==> src/rtl/ultrasonic_ranging_median_filter_core_assert.svh <==
// assertion macros shared by the rtl
`ifndef ULTRASONIC_RANGING_MEDIAN_FILTER_CORE_ASSERT_SVH
`define ULTRASONIC_RANGING_MEDIAN_FILTER_CORE_ASSERT_SVH

// same-cycle implication
`define URMF_ASSERT_NOW(lbl, ante, cons, msg) \
  lbl: assert property (@(posedge clk) disable iff (!rst_n) (ante) |-> (cons)) \
    else $error(msg);

// next-cycle implication
`define URMF_ASSERT_NEXT(lbl, ante, cons, msg) \
  lbl: assert property (@(posedge clk) disable iff (!rst_n) (ante) |=> (cons)) \
    else $error(msg);

`endif

==> src/rtl/urmf_pkg.sv <==
package urmf_pkg;

  localparam int FRACTION_BITS_DEF = 4;
  localparam int MEDIAN_DEPTH      = 3;

  localparam int PULSE_W = 16;
  localparam int SPEED_W = 22;
  localparam int DIST_W  = 14;
  localparam int IVAL_W  = 16;
  localparam int TEMP_W  = 11;
  localparam int CFG_W   = 16;

  localparam int SPEED_BASE    = 3313000;
  localparam int SPEED_SLOPE   = 606;
  localparam int RANGE_DIVISOR = 20000000;

  localparam logic [IVAL_W-1:0] IVAL_RST  = 16'd100;
  localparam logic [TEMP_W-1:0] TEMP_RST  = 11'd220;
  localparam logic [DIST_W-1:0] RANGE_RST = 14'd4000;

  localparam logic [1:0] REQ_TICK    = 2'd0;
  localparam logic [1:0] REQ_ECHO    = 2'd1;
  localparam logic [1:0] REQ_TIMEOUT = 2'd2;

  localparam logic [1:0] CFG_INTERVAL_MS  = 2'd0;
  localparam logic [1:0] CFG_TEMPERATURE  = 2'd1;
  localparam logic [1:0] CFG_MAX_RANGE_MM = 2'd2;

  typedef enum logic [6:0] {
    ST_IDLE  = 7'b0000001,
    ST_MUL   = 7'b0000010,
    ST_PREP  = 7'b0000100,
    ST_DIV   = 7'b0001000,
    ST_CHECK = 7'b0010000,
    ST_MED   = 7'b0100000,
    ST_DONE  = 7'b1000000
  } state_t;

endpackage

==> src/rtl/ultrasonic_ranging_median_filter_core.sv <==
// channel  | ports                                          | direction
// input    | in_valid, in_stall, in_req_type, in_pulse_us   | in (stall out)
// result   | out_valid, out_stall, out_start_trigger,       | out (stall in)
//          | out_busy_res, out_distance_mm, out_distance_valid |
// config   | cfg_we, cfg_index, cfg_wdata                   | in
//
// tick, timeout and unknown transactions: from accept to the done state, then the result register
// echo: multiply, prep, divide and check states, then a median state when the ring is full, then done;
//   the multiplier is a 16-step shift-add, the divider a restoring one giving one quotient bit per cycle
// one transaction in work at a time; in_stall is high until the result is registered
// a result waiting under out_stall does not block the next accept
// synchronous active-low reset; no clearing pass after reset
`include "ultrasonic_ranging_median_filter_core_assert.svh"

module ultrasonic_ranging_median_filter_core #(
  parameter int FRACTION_BITS = urmf_pkg::FRACTION_BITS_DEF
) (
  input  logic                        clk,
  input  logic                        rst_n,
  input  logic                        in_valid,
  output logic                        in_stall,
  input  logic [1:0]                  in_req_type,
  input  logic [urmf_pkg::PULSE_W-1:0] in_pulse_us,
  output logic                        out_valid,
  input  logic                        out_stall,
  output logic                        out_start_trigger,
  output logic                        out_busy_res,
  output logic [urmf_pkg::DIST_W-1:0] out_distance_mm,
  output logic                        out_distance_valid,
  input  logic                        cfg_we,
  input  logic [1:0]                  cfg_index,
  input  logic [urmf_pkg::CFG_W-1:0]  cfg_wdata
);

  localparam int SW      = urmf_pkg::DIST_W + FRACTION_BITS;
  localparam int QW      = SW + 1;
  localparam int PW      = urmf_pkg::PULSE_W + urmf_pkg::SPEED_W;
  localparam int DIVISOR = urmf_pkg::RANGE_DIVISOR >> FRACTION_BITS;
  localparam int DW      = $clog2(DIVISOR + 1);
  localparam int HW      = PW - QW;
  localparam int XW      = (HW > DW) ? HW : DW;
  localparam int NMAX    = (QW > urmf_pkg::PULSE_W) ? QW : urmf_pkg::PULSE_W;
  localparam int CW      = $clog2(NMAX);
  localparam int PMSB    = urmf_pkg::PULSE_W - 1;

  logic [urmf_pkg::IVAL_W-1:0]        ival_r;
  logic signed [urmf_pkg::TEMP_W-1:0] temp_r;
  logic [urmf_pkg::DIST_W-1:0]        maxr_r;

  urmf_pkg::state_t state_r, state_nxt;
  logic [CW-1:0]                 cnt_r, cnt_nxt;
  logic [urmf_pkg::IVAL_W-1:0]   tick_r, tick_nxt;
  logic                          busy_r, busy_nxt;
  logic                          trig_r, trig_nxt;
  logic [1:0]                    ptr_r, ptr_nxt;
  logic [1:0]                    fill_r, fill_nxt;
  logic [SW-1:0]                 held_r, held_nxt;
  logic                          hvalid_r, hvalid_nxt;
  logic [PW-1:0]                 acc_r, acc_nxt;
  logic [urmf_pkg::PULSE_W-1:0]  pls_r, pls_nxt;
  logic [urmf_pkg::SPEED_W-1:0]  spd_r, spd_nxt;
  logic [QW-1:0]                 dq_r, dq_nxt;
  logic [DW-1:0]                 rem_r, rem_nxt;
  logic                          ovf_r, ovf_nxt;
  logic [SW-1:0]                 ring_r [urmf_pkg::MEDIAN_DEPTH];
  logic                          ring_we;
  logic                          out_valid_r, out_valid_nxt;
  logic                          out_trig_r, out_busy_r, out_dvalid_r;
  logic [urmf_pkg::DIST_W-1:0]   out_dist_r;
  logic                          out_load;

  logic signed [23:0]            speed_full;
  logic [urmf_pkg::IVAL_W-1:0]   tick_inc;
  logic [XW-1:0]                 hi_x;
  logic [DW:0]                   part;
  logic                          part_ge;
  logic [DW:0]                   part_diff;
  logic [QW-1:0]                 rng_lim;
  logic                          reject;
  logic                          ab, ac, bc;
  logic [SW-1:0]                 med;

  assign in_stall           = (state_r != urmf_pkg::ST_IDLE);
  assign out_valid          = out_valid_r;
  assign out_start_trigger  = out_trig_r;
  assign out_busy_res       = out_busy_r;
  assign out_distance_mm    = out_dist_r;
  assign out_distance_valid = out_dvalid_r;

  assign speed_full = 24'(urmf_pkg::SPEED_BASE) + 24'(temp_r) * 24'(urmf_pkg::SPEED_SLOPE);
  assign tick_inc   = tick_r + 16'd1;
  assign hi_x       = XW'(acc_r[PW-1:QW]);
  assign part       = {rem_r, dq_r[QW-1]};
  assign part_ge    = (part >= (DW+1)'(DIVISOR));
  assign part_diff  = part - (DW+1)'(DIVISOR);
  assign rng_lim    = QW'(maxr_r) << FRACTION_BITS;
  assign reject     = ovf_r || (dq_r > rng_lim) || ((dq_r == rng_lim) && (rem_r != '0));
  assign out_load   = (state_r == urmf_pkg::ST_DONE) && (!out_valid_r || !out_stall);

  // median of three
  assign ab  = ring_r[0] > ring_r[1];
  assign ac  = ring_r[0] > ring_r[2];
  assign bc  = ring_r[1] > ring_r[2];
  assign med = (ab != ac) ? ring_r[0] : ((ab == bc) ? ring_r[1] : ring_r[2]);

  always_comb begin
    state_nxt  = state_r;
    cnt_nxt    = cnt_r;
    tick_nxt   = tick_r;
    busy_nxt   = busy_r;
    trig_nxt   = trig_r;
    ptr_nxt    = ptr_r;
    fill_nxt   = fill_r;
    held_nxt   = held_r;
    hvalid_nxt = hvalid_r;
    acc_nxt    = acc_r;
    pls_nxt    = pls_r;
    spd_nxt    = spd_r;
    dq_nxt     = dq_r;
    rem_nxt    = rem_r;
    ovf_nxt    = ovf_r;
    ring_we    = 1'b0;
    out_valid_nxt = out_valid_r && out_stall;
    unique case (state_r)
      urmf_pkg::ST_IDLE: begin
        if (in_valid) begin
          trig_nxt  = 1'b0;
          state_nxt = urmf_pkg::ST_DONE;
          unique case (in_req_type)
            urmf_pkg::REQ_TICK: begin
              tick_nxt = tick_inc;
              if (tick_inc >= ival_r) begin
                tick_nxt = '0;
                if (!busy_r) begin
                  trig_nxt = 1'b1;
                  busy_nxt = 1'b1;
                end
              end
            end
            urmf_pkg::REQ_ECHO: begin
              busy_nxt  = 1'b0;
              acc_nxt   = '0;
              pls_nxt   = in_pulse_us;
              spd_nxt   = speed_full[urmf_pkg::SPEED_W-1:0];
              cnt_nxt   = CW'(urmf_pkg::PULSE_W - 1);
              state_nxt = urmf_pkg::ST_MUL;
            end
            urmf_pkg::REQ_TIMEOUT: begin
              if (busy_r) begin
                busy_nxt   = 1'b0;
                held_nxt   = '0;
                hvalid_nxt = 1'b0;
              end
            end
            default: begin
            end
          endcase
        end
      end
      urmf_pkg::ST_MUL: begin
        acc_nxt = (acc_r << 1) + (pls_r[PMSB] ? PW'(spd_r) : '0);
        pls_nxt = pls_r << 1;
        cnt_nxt = cnt_r - 1'b1;
        if (cnt_r == '0) begin
          state_nxt = urmf_pkg::ST_PREP;
        end
      end
      urmf_pkg::ST_PREP: begin
        ovf_nxt   = (hi_x >= XW'(DIVISOR));
        rem_nxt   = DW'(hi_x);
        dq_nxt    = acc_r[QW-1:0];
        cnt_nxt   = CW'(QW - 1);
        state_nxt = urmf_pkg::ST_DIV;
      end
      urmf_pkg::ST_DIV: begin
        rem_nxt = part_ge ? part_diff[DW-1:0] : part[DW-1:0];
        dq_nxt  = {dq_r[QW-2:0], part_ge};
        cnt_nxt = cnt_r - 1'b1;
        if (cnt_r == '0) begin
          state_nxt = urmf_pkg::ST_CHECK;
        end
      end
      urmf_pkg::ST_CHECK: begin
        state_nxt = urmf_pkg::ST_DONE;
        if (reject) begin
          held_nxt   = '0;
          hvalid_nxt = 1'b0;
          fill_nxt   = '0;
        end else begin
          ring_we = 1'b1;
          ptr_nxt = (ptr_r == 2'(urmf_pkg::MEDIAN_DEPTH - 1)) ? '0 : ptr_r + 1'b1;
          if (fill_r < 2'(urmf_pkg::MEDIAN_DEPTH)) begin
            fill_nxt = fill_r + 1'b1;
          end
          if (fill_r >= 2'(urmf_pkg::MEDIAN_DEPTH - 1)) begin
            state_nxt = urmf_pkg::ST_MED;
          end
        end
      end
      urmf_pkg::ST_MED: begin
        held_nxt   = med;
        hvalid_nxt = 1'b1;
        state_nxt  = urmf_pkg::ST_DONE;
      end
      urmf_pkg::ST_DONE: begin
        if (out_load) begin
          out_valid_nxt = 1'b1;
          state_nxt     = urmf_pkg::ST_IDLE;
        end
      end
      default: begin
        state_nxt = urmf_pkg::ST_IDLE;
      end
    endcase
  end

  always_ff @(posedge clk) begin
    if (!rst_n) begin
      ival_r <= urmf_pkg::IVAL_RST;
      temp_r <= urmf_pkg::TEMP_RST;
      maxr_r <= urmf_pkg::RANGE_RST;
    end else if (cfg_we) begin
      unique case (cfg_index)
        urmf_pkg::CFG_INTERVAL_MS:  ival_r <= cfg_wdata[urmf_pkg::IVAL_W-1:0];
        urmf_pkg::CFG_TEMPERATURE:  temp_r <= cfg_wdata[urmf_pkg::TEMP_W-1:0];
        urmf_pkg::CFG_MAX_RANGE_MM: maxr_r <= cfg_wdata[urmf_pkg::DIST_W-1:0];
        default: begin
        end
      endcase
    end
  end

  always_ff @(posedge clk) begin
    if (!rst_n) begin
      state_r     <= urmf_pkg::ST_IDLE;
      cnt_r       <= '0;
      tick_r      <= '0;
      busy_r      <= 1'b0;
      trig_r      <= 1'b0;
      ptr_r       <= '0;
      fill_r      <= '0;
      held_r      <= '0;
      hvalid_r    <= 1'b0;
      out_valid_r <= 1'b0;
    end else begin
      state_r     <= state_nxt;
      cnt_r       <= cnt_nxt;
      tick_r      <= tick_nxt;
      busy_r      <= busy_nxt;
      trig_r      <= trig_nxt;
      ptr_r       <= ptr_nxt;
      fill_r      <= fill_nxt;
      held_r      <= held_nxt;
      hvalid_r    <= hvalid_nxt;
      out_valid_r <= out_valid_nxt;
    end
  end

  always_ff @(posedge clk) begin
    acc_r <= acc_nxt;
    pls_r <= pls_nxt;
    spd_r <= spd_nxt;
    dq_r  <= dq_nxt;
    rem_r <= rem_nxt;
    ovf_r <= ovf_nxt;
    if (ring_we) begin
      ring_r[ptr_r] <= dq_r[SW-1:0];
    end
    if (out_load) begin
      out_trig_r   <= trig_r;
      out_busy_r   <= busy_r;
      out_dist_r   <= hvalid_r ? urmf_pkg::DIST_W'(held_r >> FRACTION_BITS) : '0;
      out_dvalid_r <= hvalid_r;
    end
  end

  `URMF_ASSERT_NEXT(a_done_loads, out_load, out_valid_r, "result slot not loaded")
  `URMF_ASSERT_NOW(a_held_zero, !hvalid_r, held_r == '0, "held distance nonzero while invalid")
  `URMF_ASSERT_NOW(a_trig_busy, out_valid_r && out_trig_r, out_busy_r,
    "trigger without busy")
  `URMF_ASSERT_NOW(a_ptr_range, 1'b1, ptr_r != 2'd3, "ring pointer out of range")
  `URMF_ASSERT_NEXT(a_div_end, (state_r == urmf_pkg::ST_DIV) && (cnt_r == '0),
    state_r == urmf_pkg::ST_CHECK, "divider did not finish")

endmodule

==> config.mk <==
export PLATFORM = sky130hd
export DESIGN_NAME = ultrasonic_ranging_median_filter_core
export DESIGN_NICKNAME = d
export VERILOG_FILES = /design/src/rtl/urmf_pkg.sv /design/src/rtl/ultrasonic_ranging_median_filter_core.sv
export VERILOG_INCLUDE_DIRS = /design/src /design/src/rtl
export SDC_FILE = /design/constraint.sdc
export NUM_CORES = 1
export LEC_CHECK = 0
export CAP_MARGIN = 15
export CORE_MARGIN = 2
export CORE_UTILIZATION = 56
export DETAILED_ROUTE_END_ITERATION = 6
export DONT_BUFFER_PORTS = 1
export PLACE_DENSITY = 0.69
export SETUP_SLACK_MARGIN = 0.2
export SKIP_LAST_GASP = 1
export SLEW_MARGIN = 20
export SYNTH_ARGS = -nofsm -noshare
export SYNTH_HDL_FRONTEND = slang
export SYNTH_SLANG_ARGS = --single-unit
==> constraint.sdc <==
create_clock -name clk -period 9.62 [get_ports clk]
set_input_delay 1.924 -clock clk [delete_from_list [all_inputs] [get_ports clk]]
set_output_delay 1.924 -clock clk [all_outputs]
set_load 0.05 [all_outputs]
==> results of run 1 <==
==> flip-flops by register name, indices dropped and copies added, names as in the netlist, 16 cells and up <==
signal and cells:
acc_r 37, dq_r 19, ival_r 16, pls_r 16, rem_r 21, ring_r 54, spd_r 21, tick_r 16
==> area by class of cell <==
class                      instances  area (sq um)  share of cell area [%]
clock inverter                    14         101.3                  0.5474
inverter                         180         675.6                   3.649
clock buffer                      42         827.0                   4.467
sequential                       276          7377                   39.84
multi-input combinational       1192          8967                   48.43
timing repair buffer               9         71.32                  0.3852
tap                              396         495.5                   2.676
==> power groups by stage <==
stage	logic [uW]	clock network [uW]	registers, uW
finish	1200	1080	1410
global placement	1170	0	1430
floorplan	1000	0	1420
detailed placement	1200	0	1430
CTS	1200	1100	1410
global route	1350	1150	1410
==> how the worst max path moves through the flow <==
stage	endpoint	slack [ns]	cells after the start
floorplan	spd_r[21]$_DFFE_PP_	4.18	18
global placement	spd_r[21]$_DFFE_PP_	3.73	18
detailed placement	spd_r[21]$_DFFE_PP_	3.62	19
CTS	spd_r[21]$_DFFE_PP_	3.59	19
global route	spd_r[21]$_DFFE_PP_	3.22	19
finish	spd_r[21]$_DFFE_PP_	3.53	19
==> placed cells by master, fill, tap and decap left out, types with 10 or more instances in the layout <==
cell       count
a21o_1        52
nor3_1        22
nand4_1       23
xnor2_1       45
nor2_1        85
nor2b_1       21
a211oi_1      10
o211ai_1      22
nor4_1        11
mux2_2        37
o21ai_0       84
clkbuf_16     30
or3_1         11
a21oi_1      105
dfxtp_1       91
and3_1        19
nand3_1       35
and2_1        39
nand2_1      181
xor2_1        43
ha_1         171
inv_1        179
edfxtp_1     185
fa_1          40
==> per-stage QoR <==
stage | instance area [sq um] | utilization [%] | setup slack, ns
after floorplan | 17160 | - | 4.179
after global placement | 17560 | 57.87 | 3.730
after detailed placement | 17560 | 57.87 | 3.624
after CTS | 18490 | 60.93 | 3.592
after global routing | 18520 | 61.01 | 3.216
final | 18520 | 61.01 | 3.528
==> cells by family (layout without fill, tap and decap cells) <==
family	after synthesis	after routing	synth area share [%]
DFF	276	276	43.00
buffers and inverters	227	245	4.981
adders and majority gates	211	211	17.14
muxes	39	39	2.545
and+or+nand+nor	500	500	14.36
AOI/OAI and AO/OA	353	353	13.40
xor gates and xnor gates	89	89	4.587
==> per-layer routing <==
layer	global-route usage (%)	routed length, um
met1	30.65	16240
met4	5.860	792
met5	0	0
met3	2.587	1323
met2	38.56	17410
==> worst reg2reg max path, delay by kind of cell (launching register included) <==
family / cells / cell delay [ns]
adders and majority gates: 6 / 2.60
AOI/OAI and AO/OA: 6 / 1.45
DFF: 1 / 0.92
xor gates and xnor gates: 3 / 0.44
and+or+nand+nor: 2 / 0.31
buffers and inverters: 2 / 0.09
==> flow_metrics.env, run 1 <==
export IMPL_synth_top_area_cell="edfxtp_1"
export IMPL_setup_viol=0
export IMPL_wire_per_inst_um=16.96
export IMPL_power_total_uw=3680
export IMPL_swShare_pct=32.05
export IMPL_cp_slowest_stage_delay_ns=0.92
export IMPL_synth_top_cells_by_count="185 x edfxtp_1, 182 x nand2_1, 179 x inv_1"
export IMPL_slowest_stage="dfxtp_1"
export IMPL_cts_setup_buffers=0
export IMPL_synthesis_instances=1695
export IMPL_root_buffer="clkbuf_16"
export IMPL_core_area_sq_um=30350
export IMPL_synth_top_area_share_pct=32.38
export IMPL_cp_data_arrival_time_ns=6.39
export IMPL_fin_worst_skew_ns=0.01319
export IMPL_async_flop_share_pct=0
export IMPL_num_nets_final=1941
export IMPL_power_density_nw_per_um2=198.8
export IMPL_worstHoldStart="held_r[14]$_SDFFE_PN0P_"
export IMPL_critPathTopFamily="adder cells"
export IMPL_rrSetupSlack_ns=3.53
export IMPL_die_w_um=179.0
export IMPL_synth_distinct_cells=81
export IMPL_cts_inserted_buffers=30
export IMPL_crit_start="temp_r[10]$_SDFFE_PN0P_"
export IMPL_synth_main_ff_cell="edfxtp_1"
export IMPL_reg2reg_from="temp_r[10]$_SDFFE_PN0P_"
export IMPL_viasPerCell=5.773
export IMPL_crit_fanout=19
export IMPL_clkPwrFrac_pct=29.2
export IMPL_r2r_end="spd_r[21]$_DFFE_PP_"
export IMPL_dpl_cell_count=2052
export IMPL_grt_pass1_vias=11930
export IMPL_synthTopCellsByArea="edfxtp_1 32%, ha_1 12%, dfxtp_1 11%"
export IMPL_finalSetupTns_ns=0
export IMPL_synth_warnings=0
export IMPL_reg2reg_depth=19
export IMPL_drive_gt1_share_pct=7.005
export IMPL_slew_violations=0
export IMPL_ir_worst_vdd_mv=0.1709
export IMPL_layoutNonFillerInstCount=2109
export IMPL_timing_final_crit_period_ns=6.092
export IMPL_final_antenna_net_count=0
export IMPL_grt_pass1_wl_um=58330
export IMPL_syn_area_sq_um=17160
export IMPL_critPathCaptureType="flip-flop"
export IMPL_cp_num_buf_inv=2
export IMPL_worst_pin_slew_ns=1.132
export IMPL_ys_ff_latch=276
export IMPL_antenna_found_initial=0
export IMPL_holdPathStages=2
export IMPL_io_pins=60
export IMPL_drt_iter0_drc=944
export IMPL_path_cells="ha_1 -> xnor2_1 -> ha_1 -> fa_1 -> fa_1 -> inv_1 -> fa_1 -> inv_1 -> ha_1 -> a21oi_1 -> o21ai_0 -> nor3_1 -> a221oi_1 -> o211ai_2 -> nor2_1 -> a311o_1 -> a31oi_1 -> xor2_1 -> xnor2_1"
export IMPL_critPathRequiredTime_ns=9.91
export IMPL_route_detailed_drc=0
export IMPL_synth_most_common_cell="edfxtp_1"
export IMPL_holdPathEnd="held_r[14]$_SDFFE_PN0P_"
export IMPL_p_comb_share_pct=32.5
export IMPL_period_share_pct=63.32
export IMPL_crit_path_start_kind="flip-flop"
export IMPL_clk_pin_slew_worst_paths_ns=0.06
export IMPL_antenna_cells=0
export IMPL_dieArea_sq_um=32060
export IMPL_maxCapViolations=0
export IMPL_drt_first_pass_iters=6
export IMPL_pwr_share_seq_pct=38.3
export IMPL_ys_seq_area_share_pct=43.00
export IMPL_hold_buffers=0
export IMPL_synth_edf_count=185
export IMPL_htreeDepth=1
export IMPL_grt_ovfl_total=0
export IMPL_grt_max_degree=61
export IMPL_drt_wl_total_um=35760
export IMPL_outcome="finished clean"
export IMPL_start_util_pct=56.53
export IMPL_clock_sinks=276
export IMPL_num_vias=12180
export IMPL_portBuffers=0
export IMPL_hold_ws_ns=0.4346
export IMPL_cts_tree="built"
export IMPL_rsz0062_at_grt="no"
export IMPL_p_int_uw=2501
export IMPL_max_freq_ghz=0.1642
export IMPL_min_path_type="flip-flop to flip-flop"
export IMPL_rows=64
export IMPL_die_h_um=179.0
export IMPL_fillers=2565
export IMPL_insertion_delay_ns=0.56
export IMPL_power_leakage_uw=0.007846
export IMPL_clock_path_buffers=3
export IMPL_path_class="flip-flop to flip-flop"
export IMPL_ctsResizeCount=0
export IMPL_syn_nets=1947
export IMPL_synthToLayoutAreaGrowth_pct=7.912
export IMPL_switchingPower_uw=1180
export IMPL_dpl_hpwl_um=26550
export IMPL_hold_viol=0
export IMPL_slew_headroom_pct=24.23
export IMPL_gp_congestion=0.8787
export IMPL_syn_area_per_cell_sq_um=10.12
export IMPL_grtUsageTotal_pct=22.60
No activity file was read; power rests on OpenSTA's default activity.
==> run 2, diff against run 1 <==
- clock period: 9.62 -> 5.9 ns (I/O delays scaled with it)
==> run 2 against run 1 <==
  * Clock power up 70%
  * Clock-buffer cell count down 1
  * Sequential share of layout area down 0.38 points
  * Critical endpoint unchanged
  * Largest cell class unchanged
==> flow_metrics.env, run 2 (synthesis results as in run 1) <==
export IMPL_grt_ovfl_total=0
export IMPL_cts_tree="built"
export IMPL_critPathTopFamily="adder cells"
export IMPL_drt_iter0_drc=708
export IMPL_mostFrequentLayoutCell="edfxtp_1"
export IMPL_drt_wl_total_um=35880
export IMPL_gp_congestion=0.8457
export IMPL_period_share_pct=92.70
export IMPL_antenna_found_initial=0
export IMPL_cts_inserted_buffers=30
export IMPL_hold_ws_ns=0.4331
export IMPL_portBuffers=0
export IMPL_num_vias=12150
export IMPL_critPathCaptureType="flip-flop"
export IMPL_grt_pass1_wl_um=58640
export IMPL_fin_worst_skew_ns=0.01532
export IMPL_slowest_stage="fa_1"
export IMPL_max_freq_ghz=0.1828
export IMPL_drt_first_pass_iters=7
export IMPL_slew_headroom_pct=28.43
export IMPL_route_detailed_drc=0
export IMPL_dpl_hpwl_um=26810
export IMPL_hold_viol=0
export IMPL_root_buffer="clkbuf_16"
export IMPL_antenna_cells=0
export IMPL_path_cells="inv_1 -> fa_1 -> inv_1 -> ha_1 -> ha_1 -> inv_1 -> fa_1 -> fa_1 -> inv_1 -> ha_1 -> inv_1 -> a211oi_4 -> o21ai_2 -> a311oi_4 -> xor2_2 -> nor2b_1 -> a311o_1 -> a31oi_1 -> xor2_1 -> xnor2_1"
export IMPL_final_cell_mix="185 x edfxtp_1, 181 x nand2_1, 179 x inv_1"
export IMPL_cp_data_arrival_time_ns=5.77
export IMPL_crit_top_cell="inv_1"
export IMPL_dpl_cell_count=2055
export IMPL_htreeDepth=1
export IMPL_clock_sinks=276
export IMPL_largest_register="ring_r"
export IMPL_num_nets_final=1944
export IMPL_core_area_sq_um=30350
export IMPL_finalSetupTns_ns=0
export IMPL_largest_register_ffs=54
export IMPL_timing_final_crit_period_ns=5.469
export IMPL_setup_viol=0
export IMPL_rows=64
export IMPL_post_route_util_pct=61.70
export IMPL_rsz0062_at_grt="no"
export IMPL_wire_per_inst_um=16.99
export IMPL_clk_pin_slew_worst_paths_ns=0.06
export IMPL_cp_num_buf_inv=5
export IMPL_crit_fanout=5
export IMPL_clock_path_buffers=3
export IMPL_rrSetupSlack_ns=0.43
export IMPL_outcome="finished clean"
export IMPL_dieArea_sq_um=32060
export IMPL_reg_largest_list="ring_r (54), acc_r (37)"
export IMPL_insertion_delay_ns=0.57
export IMPL_layoutNonFillerInstCount=2112
export IMPL_final_antenna_net_count=0
export IMPL_die_h_um=179.0
export IMPL_crit_path_start_kind="flip-flop"
export IMPL_grt_max_degree=61
export IMPL_io_pins=60
export IMPL_ir_worst_vdd_mv=0.3148
export IMPL_grtUsageTotal_pct=22.81
export IMPL_min_path_type="flip-flop to flip-flop"
export IMPL_critPathRequiredTime_ns=6.20
export IMPL_maxCapViolations=0
export IMPL_die_w_um=179.0
export IMPL_synthToLayoutAreaGrowth_pct=9.145
export IMPL_path_class="flip-flop to flip-flop"
export IMPL_drive_gt1_share_pct=8.683
export IMPL_start_util_pct=56.53
export IMPL_slew_violations=0
export IMPL_grt_pass1_vias=11920
export IMPL_cp_slowest_stage_delay_ns=0.55
export IMPL_power_density_nw_per_um2=335.4
export IMPL_power_leakage_uw=0.007908
export IMPL_viasPerCell=5.754
export IMPL_worst_pin_slew_ns=1.070
run 2: cell count changes in the layout (fill, tap and decap cells not counted), sizes merged:
cell	delta
bufinv	+1
buf	+3
clkinvlp	+1
clkinv	-1
clkbuf	-1
run 2: metal layers:
| layer | global-route usage (%) | vias to the layer above | part of all wire [%] |
|---|---|---|---|
| met5 | 0 | - | 0 |
| met4 | 7.148 | 0 | 3.1 |
| met3 | 2.905 | 72 | 3.8 |
| met2 | 39.13 | 228 | 49 |
| met1 | 30.05 | 5842 | 44 |
| li1 | - | 6010 | - |
run 2: tightest hold or removal path: stages (launching register included):
cell and delay [ns]:
dfxtp_1 0.31, nand2_1 0.05, nand2_1 0.04
run 2: cell type report:
class	instances	area, sq um
multi-input cells	1192	9087
clock buffers	41	833.3
clock inverters	15	153.9
inverters	180	675.6
fillers	2507	11620
repair buffers	12	90.09
well taps	396	495.5
flip-flops and latches	276	7391
run 2: per-stage QoR:
| stage | cell area [sq um] | total power, uW | worst slack [ns] |
|---|---|---|---|
| finish | 18730 | 6281 | 0.4308 |
| global route | 18730 | 6682 | 0.1579 |
| CTS | 18570 | 6136 | 0.2560 |
| detailed placement | 17590 | 4285 | 0.1960 |
| global placement | 17590 | 4249 | 0.3673 |
| floorplan | 17160 | 3950 | 0.4588 |
run 2: timing repair:
action                                  in CTS  in global routing
buffers inserted                             0                  1
pin swaps                                    0                  7
hold buffers                                 0                  0
endpoints found under the setup margin       1                  4
gates resized for setup                      1                 28
run 2: path summary, 6_finish.rpt:
check                          startpoint  cells after the start                       to
setup / recovery   temp_r[3]$_SDFFE_PN1P_                     20      spd_r[21]$_DFFE_PP_
hold / removal    held_r[16]$_SDFFE_PN0P_                      2  held_r[16]$_SDFFE_PN0P_
setup reg to reg   temp_r[3]$_SDFFE_PN1P_                     20      spd_r[21]$_DFFE_PP_
hold reg to reg   held_r[16]$_SDFFE_PN0P_                      2  held_r[16]$_SDFFE_PN0P_
run 2: report_power, final:
| part | leakage, uW | total, uW | internal (uW) | switching (uW) |
|---|---|---|---|---|
| combinational | 0.00497 | 2150 | 915 | 1230 |
| clock | 0.000488 | 1840 | 1080 | 762 |
| sequential | 0.00245 | 2290 | 2240 | 51.2 |
